`src/sv/ddpm_pkg.sv`:
```
// Shared constants and types for the differential drive PWM mixer.
package ddpm_pkg;

  localparam int unsigned CmdW    = 8;
  localparam int unsigned WheelW  = 10;
  localparam int unsigned MagW    = 9;
  localparam int unsigned NumW    = 15;
  localparam int unsigned QuotW   = 7;
  localparam int unsigned DutyW   = 16;
  localparam int unsigned ProdW   = 23;
  localparam int unsigned RecipW  = 24;
  localparam int unsigned CfgIdxW = 2;

  localparam logic [QuotW-1:0]  FullScale  = 7'd100;
  localparam logic [RecipW-1:0] RecipK     = 24'd10737419;
  localparam int unsigned       RecipShift = 30;

  localparam logic [DutyW-1:0] PeriodReset = 16'd7200;
  localparam logic [DutyW-1:0] FloorReset  = 16'd0;

  typedef enum logic [CfgIdxW-1:0] {
    RegPeriod = 2'd0,
    RegFloor  = 2'd1
  } ddpm_reg_e;

  typedef struct packed {
    logic s2;
    logic s3;
    logic s4;
    logic s5;
    logic s6;
  } ddpm_adv_t;

  typedef struct packed {
    logic            neg;
    logic [NumW-1:0] num;
  } ddpm_wheel_t;

endpackage

```
`src/sv/ddpm_wheel.sv`:
```
// Per-wheel datapath: two-stage divider, span multiply, reciprocal divide by 100 and duty select.
module ddpm_wheel (
  input  logic                      clk_i,
  input  ddpm_pkg::ddpm_adv_t       adv_i,
  input  ddpm_pkg::ddpm_wheel_t     wheel_i,
  input  logic [ddpm_pkg::MagW-1:0] div_i,
  input  logic [ddpm_pkg::DutyW-1:0] span_mag_i,
  input  logic                      span_neg_i,
  input  logic [ddpm_pkg::DutyW-1:0] floor_i,
  output logic [ddpm_pkg::DutyW-1:0] fwd_o,
  output logic [ddpm_pkg::DutyW-1:0] rev_o
);
  import ddpm_pkg::*;

  logic [NumW-1:0]   rem2_d, rem2_q;
  logic [3:0]        quo2_d, quo2_q;
  logic [MagW-1:0]   div2_q;
  logic              neg2_q;
  logic [QuotW-1:0]  mag3_d, mag3_q;
  logic              neg3_q;
  logic [ProdW-1:0]  prod4_q;
  logic              nz4_q, neg4_q;
  logic [DutyW-1:0]  quo5_q;
  logic              nz5_q, neg5_q;
  logic [ProdW+RecipW-1:0] recip_prod;
  logic [DutyW-1:0]  duty;
  logic [DutyW-1:0]  fwd_q, rev_q;

  always_comb begin
    logic [NumW-1:0] rem;
    logic [NumW-1:0] trial;
    rem    = wheel_i.num;
    quo2_d = '0;
    for (int i = 0; i < 4; i++) begin
      trial = NumW'(div_i) << (6 - i);
      if (rem >= trial) begin
        rem           = rem - trial;
        quo2_d[3 - i] = 1'b1;
      end
    end
    rem2_d = rem;
  end

  always_comb begin
    logic [NumW-1:0] rem;
    logic [NumW-1:0] trial;
    logic [2:0]      lo;
    rem = rem2_q;
    lo  = '0;
    for (int i = 0; i < 3; i++) begin
      trial = NumW'(div2_q) << (2 - i);
      if (rem >= trial) begin
        rem        = rem - trial;
        lo[2 - i]  = 1'b1;
      end
    end
    mag3_d = {quo2_q, lo};
  end

  assign recip_prod = (ProdW + RecipW)'(prod4_q) * (ProdW + RecipW)'(RecipK);

  assign duty = span_neg_i ? (floor_i - quo5_q) : (floor_i + quo5_q);

  always_ff @(posedge clk_i) begin
    if (adv_i.s2) begin
      rem2_q <= rem2_d;
      quo2_q <= quo2_d;
      div2_q <= div_i;
      neg2_q <= wheel_i.neg;
    end
    if (adv_i.s3) begin
      mag3_q <= mag3_d;
      neg3_q <= neg2_q;
    end
    if (adv_i.s4) begin
      prod4_q <= ProdW'(mag3_q) * ProdW'(span_mag_i);
      nz4_q   <= (mag3_q != '0);
      neg4_q  <= neg3_q;
    end
    if (adv_i.s5) begin
      quo5_q <= recip_prod[RecipShift +: DutyW];
      nz5_q  <= nz4_q;
      neg5_q <= neg4_q;
    end
    if (adv_i.s6) begin
      fwd_q <= (nz5_q && !neg5_q) ? duty : '0;
      rev_q <= (nz5_q && neg5_q) ? duty : '0;
    end
  end

  assign fwd_o = fwd_q;
  assign rev_o = rev_q;

endmodule

```
`src/sv/differential_drive_pwm_mixer.sv`:
```
// Top level of the differential drive PWM mixer with config registers and pipeline control.
// Throughput: one beat per cycle while the output is not stalled, set by six
// register stages (mix, two divider stages, span multiply, reciprocal multiply,
// duty select), each with its own valid bit.
// A stalled output holds the last stage; earlier stages keep filling until all six hold a beat.
// Reset clears all valid bits and sets the period to 7200 and the duty floor to 0.
module differential_drive_pwm_mixer (
  input  logic                          clk_i,
  input  logic                          rst_ni,
  input  logic                          s_axis_tvalid,
  output logic                          s_axis_tready,
  input  logic [15:0]                   s_axis_tdata,   // speed, yaw_rate
  output logic                          m_axis_tvalid,
  input  logic                          m_axis_tready,
  output logic [63:0]                   m_axis_tdata,   // left_forward_duty, left_reverse_duty,
                                                        // right_forward_duty, right_reverse_duty
  input  logic                          cfg_we_i,
  input  logic [ddpm_pkg::CfgIdxW-1:0]  cfg_idx_i,
  input  logic [ddpm_pkg::DutyW-1:0]    cfg_wdata_i
);
  import ddpm_pkg::*;

  localparam int unsigned NumStages = 6;

  logic [DutyW-1:0] period_q, floor_q;
  logic [DutyW-1:0] span_mag;
  logic             span_neg;

  logic [NumStages-1:0] v_d, v_q, rdy;
  ddpm_adv_t            adv;
  logic                 load1;

  logic [CmdW-1:0]          speed, yaw;
  logic signed [WheelW-1:0] left_w, right_w;
  logic [MagW-1:0]          left_mag, right_mag, mx, div1_d, div1_q;
  logic                     scale;
  ddpm_wheel_t              left1_d, left1_q, right1_d, right1_q;

  logic [DutyW-1:0] lf_duty, lr_duty, rf_duty, rr_duty;

  always_ff @(posedge clk_i or negedge rst_ni) begin
    if (!rst_ni) begin
      period_q <= PeriodReset;
      floor_q  <= FloorReset;
    end else if (cfg_we_i) begin
      case (cfg_idx_i)
        RegPeriod: period_q <= cfg_wdata_i;
        RegFloor:  floor_q  <= cfg_wdata_i;
        default: ;
      endcase
    end
  end

  assign span_neg = (floor_q > period_q);
  assign span_mag = span_neg ? (floor_q - period_q) : (period_q - floor_q);

  always_comb begin
    rdy[NumStages-1] = !v_q[NumStages-1] || m_axis_tready;
    for (int k = NumStages - 2; k >= 0; k--) begin
      rdy[k] = !v_q[k] || rdy[k + 1];
    end
    v_d[0] = rdy[0] ? s_axis_tvalid : v_q[0];
    for (int k = 1; k < NumStages; k++) begin
      v_d[k] = rdy[k] ? v_q[k - 1] : v_q[k];
    end
  end

  always_ff @(posedge clk_i or negedge rst_ni) begin
    if (!rst_ni) begin
      v_q <= '0;
    end else begin
      v_q <= v_d;
    end
  end

  assign load1  = rdy[0] && s_axis_tvalid;
  assign adv.s2 = rdy[1] && v_q[0];
  assign adv.s3 = rdy[2] && v_q[1];
  assign adv.s4 = rdy[3] && v_q[2];
  assign adv.s5 = rdy[4] && v_q[3];
  assign adv.s6 = rdy[5] && v_q[4];

  assign s_axis_tready = rdy[0];

  assign speed = s_axis_tdata[7:0];
  assign yaw   = s_axis_tdata[15:8];

  always_comb begin
    left_w    = $signed({{2{speed[7]}}, speed}) - $signed({{2{yaw[7]}}, yaw});
    right_w   = $signed({{2{speed[7]}}, speed}) + $signed({{2{yaw[7]}}, yaw});
    left_mag  = left_w[WheelW-1]  ? MagW'(-left_w)  : left_w[MagW-1:0];
    right_mag = right_w[WheelW-1] ? MagW'(-right_w) : right_w[MagW-1:0];
    mx        = (left_mag > right_mag) ? left_mag : right_mag;
    scale     = (mx > MagW'(FullScale));
    // Without rescaling, dividing by full scale returns the magnitude itself.
    div1_d        = scale ? mx : MagW'(FullScale);
    left1_d.neg   = left_w[WheelW-1];
    left1_d.num   = NumW'(left_mag) * NumW'(FullScale);
    right1_d.neg  = right_w[WheelW-1];
    right1_d.num  = NumW'(right_mag) * NumW'(FullScale);
  end

  always_ff @(posedge clk_i) begin
    if (load1) begin
      left1_q  <= left1_d;
      right1_q <= right1_d;
      div1_q   <= div1_d;
    end
  end

  ddpm_wheel u_left (
    .clk_i      (clk_i),
    .adv_i      (adv),
    .wheel_i    (left1_q),
    .div_i      (div1_q),
    .span_mag_i (span_mag),
    .span_neg_i (span_neg),
    .floor_i    (floor_q),
    .fwd_o      (lf_duty),
    .rev_o      (lr_duty)
  );

  ddpm_wheel u_right (
    .clk_i      (clk_i),
    .adv_i      (adv),
    .wheel_i    (right1_q),
    .div_i      (div1_q),
    .span_mag_i (span_mag),
    .span_neg_i (span_neg),
    .floor_i    (floor_q),
    .fwd_o      (rf_duty),
    .rev_o      (rr_duty)
  );

  assign m_axis_tvalid = v_q[NumStages-1];
  assign m_axis_tdata  = {rr_duty, rf_duty, lr_duty, lf_duty};

  a_empty_accepts: assert property (@(posedge clk_i) disable iff (!rst_ni)
    !v_q[0] |-> s_axis_tready)
    else $error("input not ready while first stage is empty");

  a_quot_fits: assert property (@(posedge clk_i) disable iff (!rst_ni)
    v_q[0] |-> (left1_q.num < {div1_q, 7'b0}) && (right1_q.num < {div1_q, 7'b0}) &&
               (div1_q >= MagW'(FullScale)))
    else $error("divider operands out of range");

  a_one_direction: assert property (@(posedge clk_i) disable iff (!rst_ni)
    m_axis_tvalid |-> !((lf_duty != '0) && (lr_duty != '0)) &&
                      !((rf_duty != '0) && (rr_duty != '0)))
    else $error("both directions of one wheel driven");

endmodule

```
`config.mk`:
```
export PLATFORM = sky130hd
export DESIGN_NAME = differential_drive_pwm_mixer
export DESIGN_NICKNAME = d
export VERILOG_FILES = /design/src/sv/ddpm_pkg.sv /design/src/sv/ddpm_wheel.sv /design/src/sv/differential_drive_pwm_mixer.sv
export SDC_FILE = /design/constraint.sdc
export NUM_CORES = 2
export LEC_CHECK = 0
export BUFFER_PORTS_ARGS = -buffer_cell sky130_fd_sc_hd__buf_2
export CORE_MARGIN = 3
export CORE_UTILIZATION = 30
export CTS_BUF_LIST = sky130_fd_sc_hd__clkbuf_4 sky130_fd_sc_hd__clkbuf_8 sky130_fd_sc_hd__clkbuf_16
export DETAILED_ROUTE_END_ITERATION = 12
export MAX_ROUTING_LAYER = met4
export PLACE_DENSITY = 0.41
export REMOVE_ABC_BUFFERS = 1
export SLEW_MARGIN = 0
export SYNTH_ARGS = -nofsm -noshare
export SYNTH_HDL_FRONTEND = slang
export SYNTH_HIERARCHICAL = 1
export SYNTH_SLANG_ARGS = --single-unit
```
`constraint.sdc`:
```
create_clock -name clk_i -period 29.1 [get_ports clk_i]
set_clock_uncertainty 0.15 [all_clocks]
set_input_delay 5.82 -clock clk_i [delete_from_list [all_inputs] [get_ports clk_i]]
set_output_delay 5.82 -clock clk_i [all_outputs]
set_load 0.01 [all_outputs]
```
==> flow_summary.json <==
{
  "status": "complete, no violations",
  "synthXorXnorAreaFrac_pct": 4.56,
  "vias_per_cell": 4.69,
  "rows": 145,
  "timing_hold_violations_final": 0,
  "rsz0062_at_grt": "no",
  "grt_max_degree": 65,
  "fill_cells": 16066,
  "setup_violations": 0,
  "cts_setup_buffers": 0,
  "synth-edff-count": 260,
  "ys.flop_type": "edfxtp_1",
  "crit_arrival_ns": 7.28,
  "crit_fanout": 7,
  "first_iter_violations": 1411,
  "hp-class": "reg2reg",
  "final_util_pct": 33.3,
  "dr.pass1.iters": 5,
  "synth.distinct_cells": 126,
  "root_buffer": "clkbuf_16",
  "gr-total-overflow": 0,
  "clkTransAtPathRegs_ns": 0.05,
  "clock_sinks": 298,
  "worstMarginPinSlew_ns": 1.08,
  "ctsHoldBuffers": 0,
  "crit_path_end_kind": "output port",
  "start_util_pct": 30.4,
  "critPathLaunchType": "input pin",
  "drc": 0,
  "syn_avg_cell_area_sq_um": 9.93,
  "yosys_warnings": 6,
  "period_needed_ns": 13.25,
  "vias": 32943,
  "ys_async_sr_fraction_pct": 12.8,
  "maxCapViolCount": 0,
  "dieArea_sq_um": 164000,
  "place.gp.congestion": 0.848,
  "grt_pass1_wl_um": 196000,
  "wl_um": 122000,
  "holdPathEnd": "u_right/mag3_q[3]",
  "timing.rr.start": "div1_q[6]",
  "reg2reg_depth": 36,
  "syn_inst": 4797,
  "criticalPathCategory": "in2out",
  "synth_top_family_by_area": "adder cells",
  "min_path_cells": 0,
  "cts_max_level": 2,
  "cts_tree": "done",
  "antenna_found_initial": 4,
  "max_freq_mhz": 75.5,
  "synth_compound_area_share_pct": 11.0,
  "wire_per_inst_um": 17.4,
  "ios": 105,
  "grt_pass1_vias": 34716,
  "fp.dieH_um": 404,
  "clk_latency_ns": 0.60,
  "synthMuxAreaShare_pct": 2.28,
  "die_x_um": 404,
  "dp.final_hpwl_um": 103000,
  "yosysSeqAreaShare_pct": 18.4,
  "fin_crit_sh_pct": 45.5,
  "synth_simple_gate_area_share_pct": 11.0,
  "fin_tns_setup_ns": 0,
  "synthTopCellsByArea": "fa_1, ha_1, edfxtp_1",
  "r2r-end": "u_left/rem2_q[5]",
  "critPathRequiredTime_ns": 23.13,
  "ys_seq_elements": 298,
  "drive_gt1_share_pct": 7.51,
  "post-synth-top-area-cell": "fa_1",
  "hp-start": "u_right/quo2_q[0]",
  "slew_viol_final": 0,
  "synth_fa_ha_area_share_pct": 45.0,
  "layout.nets": 6343,
  "syn_area_sq_um": 47600,
  "io_buffers": 104,
  "post_cts_resized": 0,
  "reg2reg_slack_ns": 18.69,
  "slew_headroom_pct": 28.3,
  "synth_top_area_share_pct": 23.3,
  "numCtsBuffers": 41,
  "postRouteAntennaNets": 0,
  "coreArea_sq_um": 157000,
  "gr-usage-all-layers_pct": 15.6,
  "syn_to_final_growth_pct": 9.67,
  "clock_path_buffers": 3
}
-- through the flow --
| step | cells | instance area, sq um | hold slack [ns] | setup WS [ns] |
|---|---|---|---|---|
| after floorplan | 4750 | 47400 | 0.250 | 16.64 |
| after global placement | 6939 | 50700 | 0.251 | 15.82 |
| after detailed placement | 6939 | 50700 | 0.255 | 15.89 |
| after CTS | 7014 | 52200 | 0.267 | 15.87 |
| after global routing | 7020 | 52200 | 0.273 | 15.74 |
| final | 7020 | 52200 | 0.265 | 15.85 |
-- cell type report --
class                   count  area [sq um]  area share [%]
well taps                2058          2570            4.93
multi-input cells        3541         35300            67.5
flip-flops and latches    298          8760            16.8
clock inverters            23           368           0.704
repair buffers            131           723            1.38
diodes                      6          15.0          0.0287
inverters                 911          3420            6.55
clock buffers              52          1110            2.13
-- layout by cell type (no fill, tap or decap), types with 104 or more instances in the layout --
| master | n |
|---|---|
| and2_1 | 130 |
| inv_1 | 903 |
| o21ai_0 | 157 |
| a21oi_1 | 188 |
| edfxtp_1 | 260 |
| fa_1 | 554 |
| nand2_1 | 263 |
| xnor2_1 | 178 |
| nor2_1 | 266 |
| buf_2 | 104 |
| ha_1 | 826 |
-- kinds of logic (layout without fill, tap and decap cells) --
group,Yosys count,count (layout)
flip-flops,298,298
AND/OR/NAND/NOR,1045,1045
other,1,16
buffers and inverters,967,1117
adder cells (fa/ha/maj),1380,1380
XOR/XNOR,244,244
AO/OA/AOI/OAI,767,767
multiplexers,95,95
-- Yosys cell counts, types with 101 or more instances --
| master | count |
|---|---|
| a21o_1 | 101 |
| a21oi_1 | 188 |
| and2_1 | 132 |
| edfxtp_1 | 260 |
| fa_1 | 554 |
| ha_1 | 826 |
| inv_1 | 903 |
| nand2_1 | 263 |
| nor2_1 | 266 |
| o21ai_0 | 157 |
| xnor2_1 | 178 |
-- worst max-delay path, cell delays in order --
cell     delay [ns]
buf_2          0.10
nor2b_1        0.17
buf_4          0.26
nand3_1        0.13
nor2_1         0.18
nand3_1        0.34
buf_2          0.27
-- routing by layer --
metal	share of wire, %	up-vias	track usage, %
met4	2.0	0	3.08
met3	2.9	111	1.66
met1	49	16025	21.4
li1	-	16413	-
met5	0	-	-
met2	46	394	25.0
-- registers in the layout (all words and copies together) (netlist names), 15 cells and up --
signal	cells
u_right/rev_o	16
u_right/quo5_q	16
u_left/rem2_q	15
u_right/prod4_q	23
floor_q	16
u_left/fwd_o	16
period_q	16
u_left/quo5_q	16
u_left/prod4_q	23
u_left/rev_o	16
u_right/fwd_o	16
u_right/rem2_q	15
-- worst max-delay path by stage --
stage	to	slack (ns)	start	cells past startpoint
3_5_place_dp	s_axis_tready	15.89	m_axis_tready	7
6_report	s_axis_tready	15.85	m_axis_tready	7
2_1_floorplan	s_axis_tready	16.64	m_axis_tready	4
5_1_grt	s_axis_tready	15.74	m_axis_tready	7
4_1_cts	s_axis_tready	15.87	m_axis_tready	7
3_3_place_gp	s_axis_tready	15.82	m_axis_tready	7
Power is left out: the tool's default activity adds up to more than one toggle a clock period on the data nets, which glitch-free logic cannot reach.
